**config.mk**
```make
export PLATFORM = sky130hd
export DESIGN_NAME = interp_residual_encoder
export DESIGN_NICKNAME = d
export VERILOG_FILES = /design/src/hw/rtl/ire_pkg.sv /design/src/hw/rtl/ire_front.sv /design/src/hw/rtl/ire_predict.sv /design/src/hw/rtl/ire_queue.sv /design/src/hw/rtl/ire_back.sv /design/src/hw/rtl/interp_residual_encoder.sv
export SDC_FILE = /design/constraint.sdc
export NUM_CORES = 2
export LEC_CHECK = 0
export BUFFER_PORTS_ARGS = -buffer_cell sky130_fd_sc_hd__buf_2
export CORE_UTILIZATION = 45
export DETAILED_ROUTE_END_ITERATION = 10
export MAX_ROUTING_LAYER = met4
export SKIP_LAST_GASP = 1
export SLEW_MARGIN = 20
export SYNTH_ARGS = -nofsm -noshare
export SYNTH_HDL_FRONTEND = slang
export SYNTH_SLANG_ARGS = --single-unit
export TNS_END_PERCENT = 10
```
**constraint.sdc**
```tcl
create_clock -name clock -period 7.5 [get_ports clock]
set_input_delay 1.5 -clock clock [delete_from_list [all_inputs] [get_ports clock]]
set_output_delay 1.5 -clock clock [all_outputs]
set_load 0.03 [all_outputs]
```
**src/hw/rtl/ire_pkg.sv**
```systemverilog
// Shared types and constants for the interpolation residual encoder.
// No dependencies; imported by every module of the block.
`timescale 1ns / 1ps
`default_nettype none

package ire_pkg;

   // Fixed result field widths
   localparam int INDEX_W        = 12;
   localparam int VALUE_W        = 16;

   // Block size register
   localparam int CFG_W          = 4;
   localparam logic [CFG_W-1:0] CFG_RESET = 4'd9;
   localparam int MIN_BLOCK_LOG2 = 2;

   // Job queue between predictor and output serializer
   localparam int QUEUE_DEPTH    = 4;
   localparam int QPTR_W         = 2;
   localparam int QCNT_W         = 3;

   // Up to four results per job
   localparam int BEAT_W         = 2;

   // Result channel packing
   localparam int RSP_TDATA_W    = 32;
   localparam int RSP_TUSER_W    = 2;
   localparam int RSP_PAD_W      = RSP_TDATA_W - INDEX_W - VALUE_W;

   typedef enum logic {
      KIND_FULL     = 1'b0,
      KIND_RESIDUAL = 1'b1
   } kind_type;

   // Per-anchor job descriptor
   typedef struct packed {
      logic               only_full;  // block start: no pending residuals
      logic               is_last;    // final sample of the block
      logic [INDEX_W-1:0] full_idx;
      logic [INDEX_W-1:0] res_base;   // residual index of first held sample
   } job_ctrl_type;

   localparam int JOB_CTRL_W = $bits(job_ctrl_type);

endpackage

`default_nettype wire

```
**src/hw/rtl/ire_front.sv**
```systemverilog
// Front end: sample acceptance, block position tracking, anchor detection
// and interpolation numerators. Depends on ire_pkg.
`timescale 1ns / 1ps
`default_nettype none

module ire_front
   import ire_pkg::*;
#(
   parameter int MAX_BLOCK_LOG2 = 12,
   parameter int SAMPLE_WIDTH   = 16
) (
   input  logic                                   clock,
   input  logic                                   reset,
   input  logic                                   csr_wen,
   input  logic [CFG_W-1:0]                       csr_wdata,
   input  logic                                   req_tvalid,
   output logic                                   req_tready,
   input  logic [((SAMPLE_WIDTH+7)/8)*8-1:0]      req_tdata,
   input  logic                                   credit_ok,
   output logic                                   j1_valid,
   output job_ctrl_type                           j1_ctrl,
   output logic signed [SAMPLE_WIDTH+1:0]         j1_n1,
   output logic signed [SAMPLE_WIDTH+1:0]         j1_n2,
   output logic signed [SAMPLE_WIDTH+1:0]         j1_n3,
   output logic signed [SAMPLE_WIDTH-1:0]         j1_s,
   output logic signed [SAMPLE_WIDTH-1:0]         j1_h0,
   output logic signed [SAMPLE_WIDTH-1:0]         j1_h1,
   output logic signed [SAMPLE_WIDTH-1:0]         j1_h2
);

   localparam int PW = MAX_BLOCK_LOG2;
   localparam int SW = SAMPLE_WIDTH;
   localparam int NW = SAMPLE_WIDTH + 2;
   localparam int KW = CFG_W + 1;

   logic [CFG_W-1:0]     bsl_ff, bsl_in;
   logic [PW-1:0]        pos_ff, pos_in;
   logic signed [SW-1:0] anchor_ff;
   logic signed [SW-1:0] held_ff [3];
   logic                 v1_ff, v1_in;

   job_ctrl_type         ctrl_ff;
   logic signed [NW-1:0] n1_ff, n2_ff, n3_ff;
   logic signed [SW-1:0] s_ff, h0_ff, h1_ff, h2_ff;

   logic [KW-1:0]        k_eff;
   logic [PW-1:0]        size_mask;
   logic [PW-1:0]        p;
   logic [PW-1:0]        grp;
   logic [PW-1:0]        g;
   logic [PW-1:0]        g3;
   logic [PW-1:0]        fidx;
   logic                 is_last;
   logic                 quarter;
   logic                 anchor;
   logic                 accept;
   logic signed [SW-1:0] smp;
   logic signed [NW-1:0] a_x, s_x;
   logic signed [NW-1:0] n1, n2, n3;
   job_ctrl_type         ctrl;

   // Clamp block size to the supported range, then build the position mask
   always_comb begin
      priority if ({1'b0, bsl_ff} < KW'(MIN_BLOCK_LOG2)) begin
         k_eff = KW'(MIN_BLOCK_LOG2);
      end else if ({1'b0, bsl_ff} > KW'(MAX_BLOCK_LOG2)) begin
         k_eff = KW'(MAX_BLOCK_LOG2);
      end else begin
         k_eff = {1'b0, bsl_ff};
      end
   end

   always_comb begin
      for (int i = 0; i < PW; i++) begin
         size_mask[i] = (KW'(i) < k_eff);
      end
   end

   assign p       = pos_ff & size_mask;
   assign is_last = (p == size_mask);
   assign quarter = (p[1:0] == 2'b00);
   assign anchor  = is_last || quarter;

   // Held samples need no room downstream
   assign req_tready = !anchor || credit_ok;
   assign accept     = req_tvalid && req_tready;

   assign smp = req_tdata[SW-1:0];
   assign a_x = NW'(anchor_ff);
   assign s_x = NW'(smp);

   // Thirds for the final group, quarters elsewhere
   always_comb begin
      if (is_last) begin
         n1 = (a_x <<< 1) + s_x;
         n2 = a_x + (s_x <<< 1);
      end else begin
         n1 = (a_x <<< 1) + a_x + s_x;
         n2 = a_x + s_x;
      end
      n3 = a_x + (s_x <<< 1) + s_x;
   end

   assign grp  = p >> 2;
   assign g    = is_last ? grp : grp - PW'(1);
   assign g3   = (g << 1) + g;
   assign fidx = is_last ? grp + PW'(1) : grp;

   always_comb begin
      ctrl.only_full = (p == '0);
      ctrl.is_last   = is_last;
      ctrl.full_idx  = INDEX_W'(fidx);
      ctrl.res_base  = INDEX_W'(g3);
   end

   always_comb begin
      bsl_in = bsl_ff;
      pos_in = pos_ff;
      if (csr_wen) begin
         bsl_in = csr_wdata;
         pos_in = '0;
      end else if (accept) begin
         pos_in = (p + PW'(1)) & size_mask;
      end
   end

   assign v1_in = accept && anchor;

   always_ff @(posedge clock) begin
      if (reset) begin
         bsl_ff    <= CFG_RESET;
         pos_ff    <= '0;
         anchor_ff <= '0;
         v1_ff     <= 1'b0;
      end else begin
         bsl_ff <= bsl_in;
         pos_ff <= pos_in;
         v1_ff  <= v1_in;
         if (accept && anchor) begin
            anchor_ff <= smp;
         end
      end
   end

   always_ff @(posedge clock) begin
      if (accept && !anchor) begin
         unique case (p[1:0])
            2'b01:   held_ff[0] <= smp;
            2'b10:   held_ff[1] <= smp;
            2'b11:   held_ff[2] <= smp;
            default: ;
         endcase
      end
   end

   always_ff @(posedge clock) begin
      if (v1_in) begin
         ctrl_ff <= ctrl;
         n1_ff   <= n1;
         n2_ff   <= n2;
         n3_ff   <= n3;
         s_ff    <= smp;
         h0_ff   <= held_ff[0];
         h1_ff   <= held_ff[1];
         h2_ff   <= held_ff[2];
      end
   end

   assign j1_valid = v1_ff;
   assign j1_ctrl  = ctrl_ff;
   assign j1_n1    = n1_ff;
   assign j1_n2    = n2_ff;
   assign j1_n3    = n3_ff;
   assign j1_s     = s_ff;
   assign j1_h0    = h0_ff;
   assign j1_h1    = h1_ff;
   assign j1_h2    = h2_ff;

endmodule

`default_nettype wire

```
**src/hw/rtl/ire_predict.sv**
```systemverilog
// Prediction pipeline: truncating divides by 2, 3 and 4, then residuals.
// Divide by 3 uses a reciprocal multiply. Depends on ire_pkg.
`timescale 1ns / 1ps
`default_nettype none

module ire_predict
   import ire_pkg::*;
#(
   parameter int SAMPLE_WIDTH = 16
) (
   input  logic                                   clock,
   input  logic                                   reset,
   input  logic                                   j1_valid,
   input  job_ctrl_type                           j1_ctrl,
   input  logic signed [SAMPLE_WIDTH+1:0]         j1_n1,
   input  logic signed [SAMPLE_WIDTH+1:0]         j1_n2,
   input  logic signed [SAMPLE_WIDTH+1:0]         j1_n3,
   input  logic signed [SAMPLE_WIDTH-1:0]         j1_s,
   input  logic signed [SAMPLE_WIDTH-1:0]         j1_h0,
   input  logic signed [SAMPLE_WIDTH-1:0]         j1_h1,
   input  logic signed [SAMPLE_WIDTH-1:0]         j1_h2,
   output logic                                   j2_valid,
   output logic                                   push_valid,
   output logic [JOB_CTRL_W+4*SAMPLE_WIDTH-1:0]   push_data
);

   localparam int SW  = SAMPLE_WIDTH;
   localparam int NW  = SAMPLE_WIDTH + 2;
   localparam int MW  = SAMPLE_WIDTH + 1;        // |2a+s| < 2^MW
   localparam int S3  = SAMPLE_WIDTH + 2;        // reciprocal scale
   localparam int PRW = MW + S3;
   localparam logic [S3-1:0] RECIP3 = S3'(((64'd1 << S3) + 64'd2) / 64'd3);

   logic signed [NW-1:0] abs0, abs1;
   logic [MW-1:0]        mag0, mag1;
   logic [PRW-1:0]       prod0, prod1;
   logic signed [NW-1:0] qq1, qq2, qq3;

   logic                 v2_ff, v2_in;
   job_ctrl_type         ctrl_ff;
   logic [PRW-1:0]       prod0_ff, prod1_ff;
   logic                 neg0_ff, neg1_ff;
   logic signed [NW-1:0] qq1_ff, qq2_ff, qq3_ff;
   logic signed [SW-1:0] s_ff, h0_ff, h1_ff, h2_ff;

   logic signed [NW-1:0] pm0, pm1;
   logic signed [NW-1:0] pred0, pred1, pred2;
   logic signed [NW-1:0] d0, d1, d2;

   // Stage A: magnitudes and reciprocal products, quarter/half quotients
   assign abs0 = j1_n1[NW-1] ? -j1_n1 : j1_n1;
   assign abs1 = j1_n2[NW-1] ? -j1_n2 : j1_n2;
   assign mag0 = MW'(abs0);
   assign mag1 = MW'(abs1);
   assign prod0 = mag0 * RECIP3;
   assign prod1 = mag1 * RECIP3;

   // Round toward zero: bias negatives before the arithmetic shift
   assign qq1 = (j1_n1 + (j1_n1[NW-1] ? NW'(3) : NW'(0))) >>> 2;
   assign qq2 = (j1_n2 + (j1_n2[NW-1] ? NW'(1) : NW'(0))) >>> 1;
   assign qq3 = (j1_n3 + (j1_n3[NW-1] ? NW'(3) : NW'(0))) >>> 2;

   assign v2_in = j1_valid;

   always_ff @(posedge clock) begin
      if (reset) begin
         v2_ff <= 1'b0;
      end else begin
         v2_ff <= v2_in;
      end
   end

   always_ff @(posedge clock) begin
      if (j1_valid) begin
         ctrl_ff  <= j1_ctrl;
         prod0_ff <= prod0;
         prod1_ff <= prod1;
         neg0_ff  <= j1_n1[NW-1];
         neg1_ff  <= j1_n2[NW-1];
         qq1_ff   <= qq1;
         qq2_ff   <= qq2;
         qq3_ff   <= qq3;
         s_ff     <= j1_s;
         h0_ff    <= j1_h0;
         h1_ff    <= j1_h1;
         h2_ff    <= j1_h2;
      end
   end

   // Stage B: restore sign of thirds, select, subtract held sample
   assign pm0 = $signed({1'b0, prod0_ff[PRW-1:S3]});
   assign pm1 = $signed({1'b0, prod1_ff[PRW-1:S3]});

   always_comb begin
      if (ctrl_ff.is_last) begin
         pred0 = neg0_ff ? -pm0 : pm0;
         pred1 = neg1_ff ? -pm1 : pm1;
      end else begin
         pred0 = qq1_ff;
         pred1 = qq2_ff;
      end
      pred2 = qq3_ff;
   end

   assign d0 = pred0 - NW'(h0_ff);
   assign d1 = pred1 - NW'(h1_ff);
   assign d2 = pred2 - NW'(h2_ff);

   assign j2_valid   = v2_ff;
   assign push_valid = v2_ff;
   assign push_data  = {ctrl_ff, s_ff, d2[SW-1:0], d1[SW-1:0], d0[SW-1:0]};

endmodule

`default_nettype wire

```
**src/hw/rtl/ire_queue.sv**
```systemverilog
// Short job queue between the predictor and the output serializer.
// Register based, one write and one head read per cycle. Depends on ire_pkg.
`timescale 1ns / 1ps
`default_nettype none

module ire_queue
   import ire_pkg::*;
#(
   parameter int DATA_W = 8
) (
   input  logic              clock,
   input  logic              reset,
   input  logic              push_valid,
   input  logic [DATA_W-1:0] push_data,
   input  logic              pop,
   output logic [DATA_W-1:0] head_data,
   output logic [QCNT_W-1:0] count
);

   logic [DATA_W-1:0] entry_ff [QUEUE_DEPTH];
   logic [QPTR_W-1:0] wr_ptr_ff, wr_ptr_in;
   logic [QPTR_W-1:0] rd_ptr_ff, rd_ptr_in;
   logic [QCNT_W-1:0] count_ff, count_in;

   // Upstream credit check keeps pushes away from a full queue
   always_comb begin
      wr_ptr_in = push_valid ? wr_ptr_ff + QPTR_W'(1) : wr_ptr_ff;
      rd_ptr_in = pop ? rd_ptr_ff + QPTR_W'(1) : rd_ptr_ff;
      count_in  = count_ff + QCNT_W'(push_valid) - QCNT_W'(pop);
   end

   always_ff @(posedge clock) begin
      if (reset) begin
         wr_ptr_ff <= '0;
         rd_ptr_ff <= '0;
         count_ff  <= '0;
      end else begin
         wr_ptr_ff <= wr_ptr_in;
         rd_ptr_ff <= rd_ptr_in;
         count_ff  <= count_in;
      end
   end

   always_ff @(posedge clock) begin
      if (push_valid) begin
         entry_ff[wr_ptr_ff] <= push_data;
      end
   end

   assign head_data = entry_ff[rd_ptr_ff];
   assign count     = count_ff;

endmodule

`default_nettype wire

```
**src/hw/rtl/ire_back.sv**
```systemverilog
// Back end: expands each queued job into its results, one per cycle unless rsp
// stalls, into the registered result channel. Depends on ire_pkg.
`timescale 1ns / 1ps
`default_nettype none

module ire_back
   import ire_pkg::*;
#(
   parameter int SAMPLE_WIDTH = 16
) (
   input  logic                                   clock,
   input  logic                                   reset,
   input  logic [QCNT_W-1:0]                      q_count,
   input  logic [JOB_CTRL_W+4*SAMPLE_WIDTH-1:0]   head_data,
   output logic                                   pop,
   output logic                                   rsp_tvalid,
   input  logic                                   rsp_tready,
   output logic [RSP_TDATA_W-1:0]                 rsp_tdata,
   output logic [RSP_TUSER_W-1:0]                 rsp_tuser,
   output logic                                   rsp_tlast
);

   localparam int SW = SAMPLE_WIDTH;
   localparam logic [BEAT_W-1:0] FINAL_BEAT_START = 2'd0;  // full value only
   localparam logic [BEAT_W-1:0] FINAL_BEAT_LAST  = 2'd2;  // two residuals
   localparam logic [BEAT_W-1:0] FINAL_BEAT_MID   = 2'd3;  // three residuals

   job_ctrl_type         ctrl;
   logic [SW-1:0]        r0, r1, r2, s;
   logic [SW-1:0]        r_sel;
   logic [BEAT_W-1:0]    beat_ff, beat_in;
   logic [BEAT_W-1:0]    final_beat;
   logic                 is_final;
   logic                 have_job;
   logic                 load;
   logic                 step;

   logic                 valid_ff, valid_in;
   kind_type             kind_ff;
   logic [INDEX_W-1:0]   index_ff;
   logic [VALUE_W-1:0]   value_ff;
   logic                 lrun_ff;
   logic                 lblk_ff;

   assign r0   = head_data[SW-1:0];
   assign r1   = head_data[2*SW-1:SW];
   assign r2   = head_data[3*SW-1:2*SW];
   assign s    = head_data[4*SW-1:3*SW];
   assign ctrl = head_data[4*SW +: JOB_CTRL_W];

   always_comb begin
      priority if (ctrl.only_full) begin
         final_beat = FINAL_BEAT_START;
      end else if (ctrl.is_last) begin
         final_beat = FINAL_BEAT_LAST;
      end else begin
         final_beat = FINAL_BEAT_MID;
      end
   end

   always_comb begin
      unique case (beat_ff)
         2'd0:    r_sel = r0;
         2'd1:    r_sel = r1;
         default: r_sel = r2;
      endcase
   end

   assign is_final = (beat_ff == final_beat);
   assign have_job = (q_count != '0);
   assign load     = !valid_ff || rsp_tready;
   assign step     = load && have_job;
   assign pop      = step && is_final;

   always_comb begin
      beat_in = beat_ff;
      if (step) begin
         beat_in = is_final ? '0 : beat_ff + BEAT_W'(1);
      end
      valid_in = load ? have_job : valid_ff;
   end

   always_ff @(posedge clock) begin
      if (reset) begin
         beat_ff  <= '0;
         valid_ff <= 1'b0;
      end else begin
         beat_ff  <= beat_in;
         valid_ff <= valid_in;
      end
   end

   always_ff @(posedge clock) begin
      if (step) begin
         kind_ff  <= is_final ? KIND_FULL : KIND_RESIDUAL;
         index_ff <= is_final ? ctrl.full_idx : ctrl.res_base + INDEX_W'(beat_ff);
         value_ff <= VALUE_W'(is_final ? s : r_sel);
         lrun_ff  <= is_final;
         lblk_ff  <= is_final && ctrl.is_last;
      end
   end

   assign rsp_tvalid = valid_ff;
   assign rsp_tdata  = {{RSP_PAD_W{1'b0}}, value_ff, index_ff};
   assign rsp_tuser  = {lblk_ff, kind_ff};
   assign rsp_tlast  = lrun_ff;

endmodule

`default_nettype wire

```
**src/hw/rtl/interp_residual_encoder.sv**
```systemverilog
// An anchor's results reach rsp via the front, predictor, queue and back end registers.
// Throughput: one sample transaction per cycle; the back end emits one result per
// cycle, four per group of four samples, so the rate holds with rsp always ready.
// Anchors wait for a free slot in the 4-entry job queue (counting jobs in flight).
// Reset (synchronous, active high): block size 512, position and anchor zero,
// pipeline and queue empty, rsp_tvalid low.
`timescale 1ns / 1ps
`default_nettype none

module interp_residual_encoder
   import ire_pkg::*;
#(
   parameter int MAX_BLOCK_LOG2 = 12,
   parameter int SAMPLE_WIDTH   = 16
) (
   input  logic                               clock,
   input  logic                               reset,
   // Block size register: log2 of samples per block
   input  logic                               csr_wen,
   input  logic [CFG_W-1:0]                   csr_wdata,
   // Sample stream
   input  logic                               req_tvalid,
   output logic                               req_tready,
   input  logic [((SAMPLE_WIDTH+7)/8)*8-1:0]  req_tdata,   // [SW-1:0] sample
   // Result stream
   output logic                               rsp_tvalid,
   input  logic                               rsp_tready,
   output logic [RSP_TDATA_W-1:0]             rsp_tdata,   // [11:0] index, [27:12] value
   output logic [RSP_TUSER_W-1:0]             rsp_tuser,   // [0] kind, [1] last_of_block
   output logic                               rsp_tlast    // last_of_run
);

   localparam int SW     = SAMPLE_WIDTH;
   localparam int NW     = SAMPLE_WIDTH + 2;
   localparam int JOB_W  = JOB_CTRL_W + 4 * SAMPLE_WIDTH;
   localparam int OCC_W  = QCNT_W + 1;

   // Front to predictor (stage 1 registers)
   logic                 j1_valid;
   job_ctrl_type         j1_ctrl;
   logic signed [NW-1:0] j1_n1, j1_n2, j1_n3;
   logic signed [SW-1:0] j1_s, j1_h0, j1_h1, j1_h2;

   // Predictor to queue
   logic                 j2_valid;
   logic                 push_valid;
   logic [JOB_W-1:0]     push_data;

   // Queue to back end
   logic [JOB_W-1:0]     head_data;
   logic [QCNT_W-1:0]    q_count;
   logic                 pop;

   // Credit: every job in flight already owns a queue slot
   logic [OCC_W-1:0]     occupancy;
   logic                 credit_ok;

   assign occupancy = OCC_W'(q_count) + OCC_W'(j1_valid) + OCC_W'(j2_valid);
   assign credit_ok = (occupancy < OCC_W'(QUEUE_DEPTH));

   // Front: block position, anchor classification, held samples
   ire_front #(
      .MAX_BLOCK_LOG2 (MAX_BLOCK_LOG2),
      .SAMPLE_WIDTH   (SAMPLE_WIDTH)
   ) u_front (
      .clock      (clock),
      .reset      (reset),
      .csr_wen    (csr_wen),
      .csr_wdata  (csr_wdata),
      .req_tvalid (req_tvalid),
      .req_tready (req_tready),
      .req_tdata  (req_tdata),
      .credit_ok  (credit_ok),
      .j1_valid   (j1_valid),
      .j1_ctrl    (j1_ctrl),
      .j1_n1      (j1_n1),
      .j1_n2      (j1_n2),
      .j1_n3      (j1_n3),
      .j1_s       (j1_s),
      .j1_h0      (j1_h0),
      .j1_h1      (j1_h1),
      .j1_h2      (j1_h2)
   );

   // Two-stage predictor: reciprocal multiply, then residual subtract
   ire_predict #(
      .SAMPLE_WIDTH (SAMPLE_WIDTH)
   ) u_predict (
      .clock      (clock),
      .reset      (reset),
      .j1_valid   (j1_valid),
      .j1_ctrl    (j1_ctrl),
      .j1_n1      (j1_n1),
      .j1_n2      (j1_n2),
      .j1_n3      (j1_n3),
      .j1_s       (j1_s),
      .j1_h0      (j1_h0),
      .j1_h1      (j1_h1),
      .j1_h2      (j1_h2),
      .j2_valid   (j2_valid),
      .push_valid (push_valid),
      .push_data  (push_data)
   );

   // Decouples the one-job-per-anchor front from the per-result back end
   ire_queue #(
      .DATA_W (JOB_W)
   ) u_queue (
      .clock      (clock),
      .reset      (reset),
      .push_valid (push_valid),
      .push_data  (push_data),
      .pop        (pop),
      .head_data  (head_data),
      .count      (q_count)
   );

   // Back end: residuals in order, then the full value
   ire_back #(
      .SAMPLE_WIDTH (SAMPLE_WIDTH)
   ) u_back (
      .clock      (clock),
      .reset      (reset),
      .q_count    (q_count),
      .head_data  (head_data),
      .pop        (pop),
      .rsp_tvalid (rsp_tvalid),
      .rsp_tready (rsp_tready),
      .rsp_tdata  (rsp_tdata),
      .rsp_tuser  (rsp_tuser),
      .rsp_tlast  (rsp_tlast)
   );

endmodule

`default_nettype wire

```
**Word-level counts from Yosys, hierarchy flattened**

Memory sizes are Yosys's and may differ from the RTL's. A register that Yosys moved wholly into a read port is not among the register bits.
Cells that the tools add are included.

- Flip-flop bits (word level): 375
- Latch bits: 0
- Memory bits (writable): 404
- Memory bits (read-only): 0
- Bits of input ports: 25
- Output and inout port bits: 37
- Logic and storage cells: 153
- Memories: 2

Memory list:

| name | depth | bits a word | read ports | clocked after Yosys merged registers in | write ports | line | RTL |
|---|---|---|---|---|---|---|---|
| u_queue.entry_ff | 4 | 89 | 1 | 1 | 1 | ire_queue.sv:20 | `logic [DATA_W-1:0] entry_ff [QUEUE_DEPTH];` |
| u_front.held_ff | 3 | 16 | 3 | 3 | 1 | ire_front.sv:39 | `logic signed [SW-1:0] held_ff [3];` |

- $add $sub $neg: 28
- Multipliers: 2
- Divide/modulo/power cells: 0
- $lt $le $gt $ge: 15
- Equality and inequality tests: 6
- Shift operators: 0
- Muxes and demuxes: 41
- Bitwise gates (word level): 2
- Reduce and logical (&&, ||, !) cells: 18

Operators with widths:

| operator | count |
|---|---|
| 16-bit two-way mux | 7 |
| 17-bit by 16-bit multiplier with 33-bit output, second input constant | 2 |
| 16-bit subtractor | 3 |
| 17-bit by 16-bit adder with 18-bit output | 2 |
| 18-bit by 16-bit adder with 18-bit output | 2 |
| 18-bit by 3-bit adder with 18-bit output | 2 |
| 18-bit two-way mux | 2 |
| 17-bit two-way mux | 2 |
| 17-bit negator | 2 |
| 16-bit negator | 2 |
| 16-bit one-hot mux with 2 select lines | 1 |
| 16-bit OR reduction | 2 |
| 12-bit bitwise AND | 2 |
| 12-bit two-way mux | 2 |
| 16-bit by 17-bit adder with 18-bit output | 1 |
| 16-bit by 16-bit adder with 17-bit output | 1 |
| 17-bit by 2-bit adder with 17-bit output | 1 |
| 3-bit by 4-bit < comparator with 1-bit output, first input constant | 4 |
| 4-bit < comparator, first input constant | 4 |
| 1-bit two-way mux | 16 |
| 2-bit two-way mux | 8 |
| 12-bit by 1-bit adder with 12-bit output, second input constant | 1 |
| 12-bit adder | 1 |
| 12-bit by 2-bit adder with 12-bit output | 1 |
| other kinds (25) | 41 |

**Longest topological paths before layout**

- Depth after elaboration: 16
- Depth in mapped cells: 29
- Mapped depth without buffers: 28

**Cells and area by module**

From an unflattened synthesis, not the netlist that was laid out.

- Cell total of the unflattened synthesis: 3652
- Area, all modules: 47041.4 um^2

Modules (own cells, without submodules):

| module | instances | cells each | area each (um^2) | sequential area each (um^2) |
|---|---|---|---|---|
| ire_predict | 1 | 1871 | 19152.1 | 5185.0 |
| ire_queue | 1 | 510 | 13505.5 | 10990.5 |
| ire_front | 1 | 1073 | 12376.9 | 6396.1 |
| ire_back | 1 | 195 | 1978.1 | 991.0 |
| interp_residual_encoder | 1 | 3 | 28.8 | 0.0 |

**Least setup slack after synthesis**

No wires, ideal clock.

- Path kind: reg2reg
- From: reg u_front.n1_ff[3], in the netlist u_front.j1_n1[3]
- To: reg u_predict.prod0_ff[32], data pin
- Setup time: 262 ps
- Data arrival time: 7303 ps
- Required time: 7238 ps
- Path slack: -65 ps
- Cell stages (with the launch flop): 29
- Path buffers: 1
- Period minus slack after synthesis: 7565 ps
- Path through: edfxtp_1 buf_6 or4_4 nor4_2 nand2_1 or4_1 o21ai_0 xor2_1 inv_1 ha_1 ha_1 inv_1 fa_1 inv_1 fa_1 fa_1 inv_1 fa_1 inv_1 ha_1 a2111o_1 a211o_1 a31o_1 or4_4 o21bai_4 o21ai_2 a41oi_2 o21bai_1 xor2_1

- Word-level cells in the longest chain between the ends: 3

RTL lines:

| item | line | RTL |
|---|---|---|
| start: declaration | ire_front.sv:43 | `logic signed [NW-1:0] n1_ff, n2_ff, n3_ff;` |
| start signal: assignment | ire_front.sv:159 | `n1_ff <= n1;` |
| 17-bit negator | ire_predict.sv:51 | `assign abs0 = j1_n1[NW-1] ? -j1_n1 : j1_n1;` |
| 17-bit two-way mux (*) | ire_predict.sv:51 |  |
| 17-bit by 16-bit multiplier with 33-bit output (*) | ire_predict.sv:55 | `assign prod0 = mag0 * RECIP3;` |
| net u_predict.prod0[32] | ire_predict.sv:36 | `logic [PRW-1:0] prod0, prod1;` |
| end signal: assignment | ire_predict.sv:76 | `prod0_ff <= prod0;` |
| end: declaration | ire_predict.sv:41 | `logic [PRW-1:0] prod0_ff, prod1_ff;` |

Mark *: on every way through the listed nets, which the timed path passes. The rest lies on a longest branch.
A chain may end at the register's enable or synchronous reset.

**Worst setup path after layout**

- From: reg u_front.n1_ff[4], in the netlist u_front.j1_n1[4]
- To: reg u_predict.prod0_ff[27], data pin

Same word-level chain as after synthesis.

==> flow_metrics.env <==
export IMPL_status="completed"
export IMPL_grt_max_degree=95
export IMPL_antenna_found_initial=5
export IMPL_cts_sinks=795
export IMPL_wl_met3_um=3790
export IMPL_synth_cell_type_count=79
export IMPL_top_layer="met4"
export IMPL_totalWireLength_um=96500
export IMPL_period_needed_ns=7.42
export IMPL_wl_per_cell_um=18.8
export IMPL_die_area_um2=104000
export IMPL_muxShareOfSynthArea_pct=5.05
export IMPL_place_area_um2=48300
export IMPL_drt_met1_wl_um=46000
export IMPL_max_clock_path_buffers=3
export IMPL_cp_common_cell="inv_1"
export IMPL_start_util_pct=45.3
export IMPL_dr_pass1_iters=5
export IMPL_cts_buffers=82
export IMPL_grt_pass1_wl_um=151000
export IMPL_htree_levels=3
export IMPL_io_pins=62
export IMPL_gp_congestion=0.879
export IMPL_reg2reg_slack_ns=0.08
export IMPL_synthCells=3583
export IMPL_final_util_pct=50.2
export IMPL_cts_root_buffer="clkbuf_16"
export IMPL_finalCritPeriodShare_pct=99.0
export IMPL_slew_headroom_pct=26.8
export IMPL_clkSlewWorstSetupHoldPaths_ns=0.06
export IMPL_skew_ns=0.0290
export IMPL_synth_xor_area_share_pct=6.32
export IMPL_dp_cells=4982
export IMPL_end_kind="flop"
export IMPL_ys_seq_area_share_pct=50.8
export IMPL_drt_iter0_markers=1519
export IMPL_r2r_end="u_predict.prod0_ff[27]"
export IMPL_hold_path_class="flop to flop"
export IMPL_max_slew_worst_pin_slew_ns=1.10
export IMPL_fp_dieW_um=322
export IMPL_setup_viol=0
export IMPL_dp_hpwl_um=70300
export IMPL_final_cell_mix="749 x edfxtp_1, 439 x inv_1, 419 x ha_1, 204 x nor2_1, 200 x xnor2_1"
export IMPL_max_stage_delay_ns=0.58
export IMPL_stdcell_count=5141
export IMPL_synth_top_family_by_area="adder cells"
export IMPL_yosys_most_used_dff="edfxtp_1"
export IMPL_die_y_um=322
export IMPL_grt_ovfl_total=0
export IMPL_gr_usage_all_layers_pct=19.5
export IMPL_drv_slew=0
export IMPL_cp_start_kind="flop"
export IMPL_worst_r2r_path_depth=27
export IMPL_arrival_ns=7.81
export IMPL_crit_fanout=3
export IMPL_layout_commonest_cell="edfxtp_1"
export IMPL_netlist_area_um2=46100
export IMPL_worstPathRequired_ns=7.89
export IMPL_synth_simple_area_share_pct=6.77
export IMPL_rsz0062_at_grt="yes"
export IMPL_rr_startpoint="u_front.j1_n1[4]"
export IMPL_postCtsHoldBufs=0
export IMPL_avgSynthCellArea_um2=12.9
export IMPL_synthAdderAreaFrac_pct=19.2
export IMPL_hold_violations=0
export IMPL_via_count=26600
export IMPL_met2_length_um=45000
export IMPL_synth_compound_area_share_pct=7.38
export IMPL_clock_latency_ns=0.64
export IMPL_syn_to_final_growth_pct=10.8
export IMPL_crit_path_top_delay_cell="or4_4"
export IMPL_drive_gt1_share_pct=10.3
export IMPL_maxCapViolations=0
export IMPL_synth_seq_cells=795
export IMPL_critical_path_class="flop to flop"
export IMPL_yosys_warnings=0
export IMPL_drc=0
export IMPL_min_to="u_predict.push_data[64]"
export IMPL_grt_pass1_vias=26800
export IMPL_core_area_um2=102000
export IMPL_hold_path_cell_count=0
export IMPL_dp_slack_ns=-0.0377
export IMPL_finalWorstSetupSlack_ns=0.0769
export IMPL_synth_edf_count=749
export IMPL_fin_nets=4326
export IMPL_portBuffers=57
export IMPL_fmax_ghz=0.135
export IMPL_fin_area_um2=51100
export IMPL_synth_async_reset_ratio_pct=0
export IMPL_drtAntennaViolNets=0
export IMPL_std_cell_rows=117
export IMPL_min_from="u_front.j1_ctrl[0]"
export IMPL_avgViaCountPerCell=5.17
export IMPL_cts_tree="done"
metal layers:
| layer | vias to the layer above | track usage [%] |
|---|---|---|
| li1 | 13100 | - |
| met1 | 12900 | 26.9 |
| met2 | 468 | 30.9 |
| met3 | 124 | 2.47 |
| met4 | 0 | 4.26 |
| met5 | - | - |
flip-flops by register name, summed over array words and instances (netlist names), 16 cells and up, named ones only:
signal	cells
u_front.j1_h1	16
u_front.j1_n1	18
u_back.value_ff	16
u_predict.prod0_ff	16
u_front.j1_h2	16
u_front.held_ff	48
u_front.j1_ctrl	25
u_predict.h0_ff	16
u_predict.qq1_ff	16
u_front.j1_h0	16
u_predict.s_ff	16
u_front.j1_n2	18
u_predict.push_data	25
u_predict.h2_ff	16
u_predict.prod1_ff	16
u_front.anchor_ff	16
u_queue.entry_ff	356
u_predict.pred2	16
u_predict.qq2_ff	16
u_front.j1_n3	18
u_front.j1_s	16
u_predict.h1_ff	16
repair_timing:
item | CTS | global route
gates resized for setup | 1 | 1
pin swaps | 3 | 1
endpoints found under the setup margin | 3 | 15
setup buffers | 3 | 0
endpoints found under the hold margin | 0 | 0
area by class of cell:
type / count / area, um^2
clock buffer: 96 / 2130
multi-input combinational: 2253 / 20700
fill: 8823 / 50600
tap: 1368 / 1710
sequential: 795 / 23400
clock inverter: 55 / 636
inverter: 447 / 1680
timing repair buffer: 122 / 786
antenna: 5 / 12.5
per-stage QoR:
stage / hold slack (ns) / setup TNS (ns)
3_5_place_dp: 0.405 / -0.0377
3_3_place_gp: 0.400 / 0
2_1_floorplan: 0.400 / 0
6_report: 0.399 / 0
4_1_cts: 0.391 / 0
5_1_grt: 0.407 / -1.39
cells in the mapped netlist, types with 64 or more instances:
cell type | count | share of area (%)
inv_1 | 439 | 3.6
nand2_1 | 175 | 1.4
xor2_1 | 129 | 2.4
mux4_2 | 89 | 4.3
xnor2_1 | 202 | 3.8
fa_1 | 180 | 7.8
nor2_1 | 205 | 1.7
clkbuf_1 | 64 | 0.52
a21oi_1 | 192 | 2.1
o21ai_0 | 107 | 1.2
edfxtp_1 | 749 | 49
ha_1 | 420 | 11
how the worst max path moves through the flow:
stage,from,endpoint,slack (ns)
3_5_place_dp,u_front.j1_n1[5],u_predict.prod0_ff[32],-0.04
3_3_place_gp,u_front.j1_n1[5],u_predict.prod0_ff[32],0.01
2_1_floorplan,u_front.j1_n1[3],u_predict.prod0_ff[32],0.06
6_report,u_front.j1_n1[4],u_predict.prod0_ff[27],0.08
5_1_grt,u_front.j1_n1[4],u_predict.prod0_ff[32],-0.19
4_1_cts,u_front.j1_n1[4],u_predict.prod0_ff[32],0.05
cell families after synthesis:
kind of cell    count (synthesis)
flops                         795
simple gates                  654
fa+ha+maj                     601
compound gates                541
buf+inv                       538
xor+xnor                      332
mux                           121
other cells                     1
worst max-delay path: cells and delay by family, from the launching register on:
family	cells	cell delay [ns]
fa+ha+maj	7	2.81
simple gates	5	1.73
compound gates	6	1.43
buf+inv	7	0.48
flops	1	0.39
xor+xnor	2	0.35
Power is not shown: default switching activity piles up to over one toggle a cycle in this logic, so the estimate is an artifact.
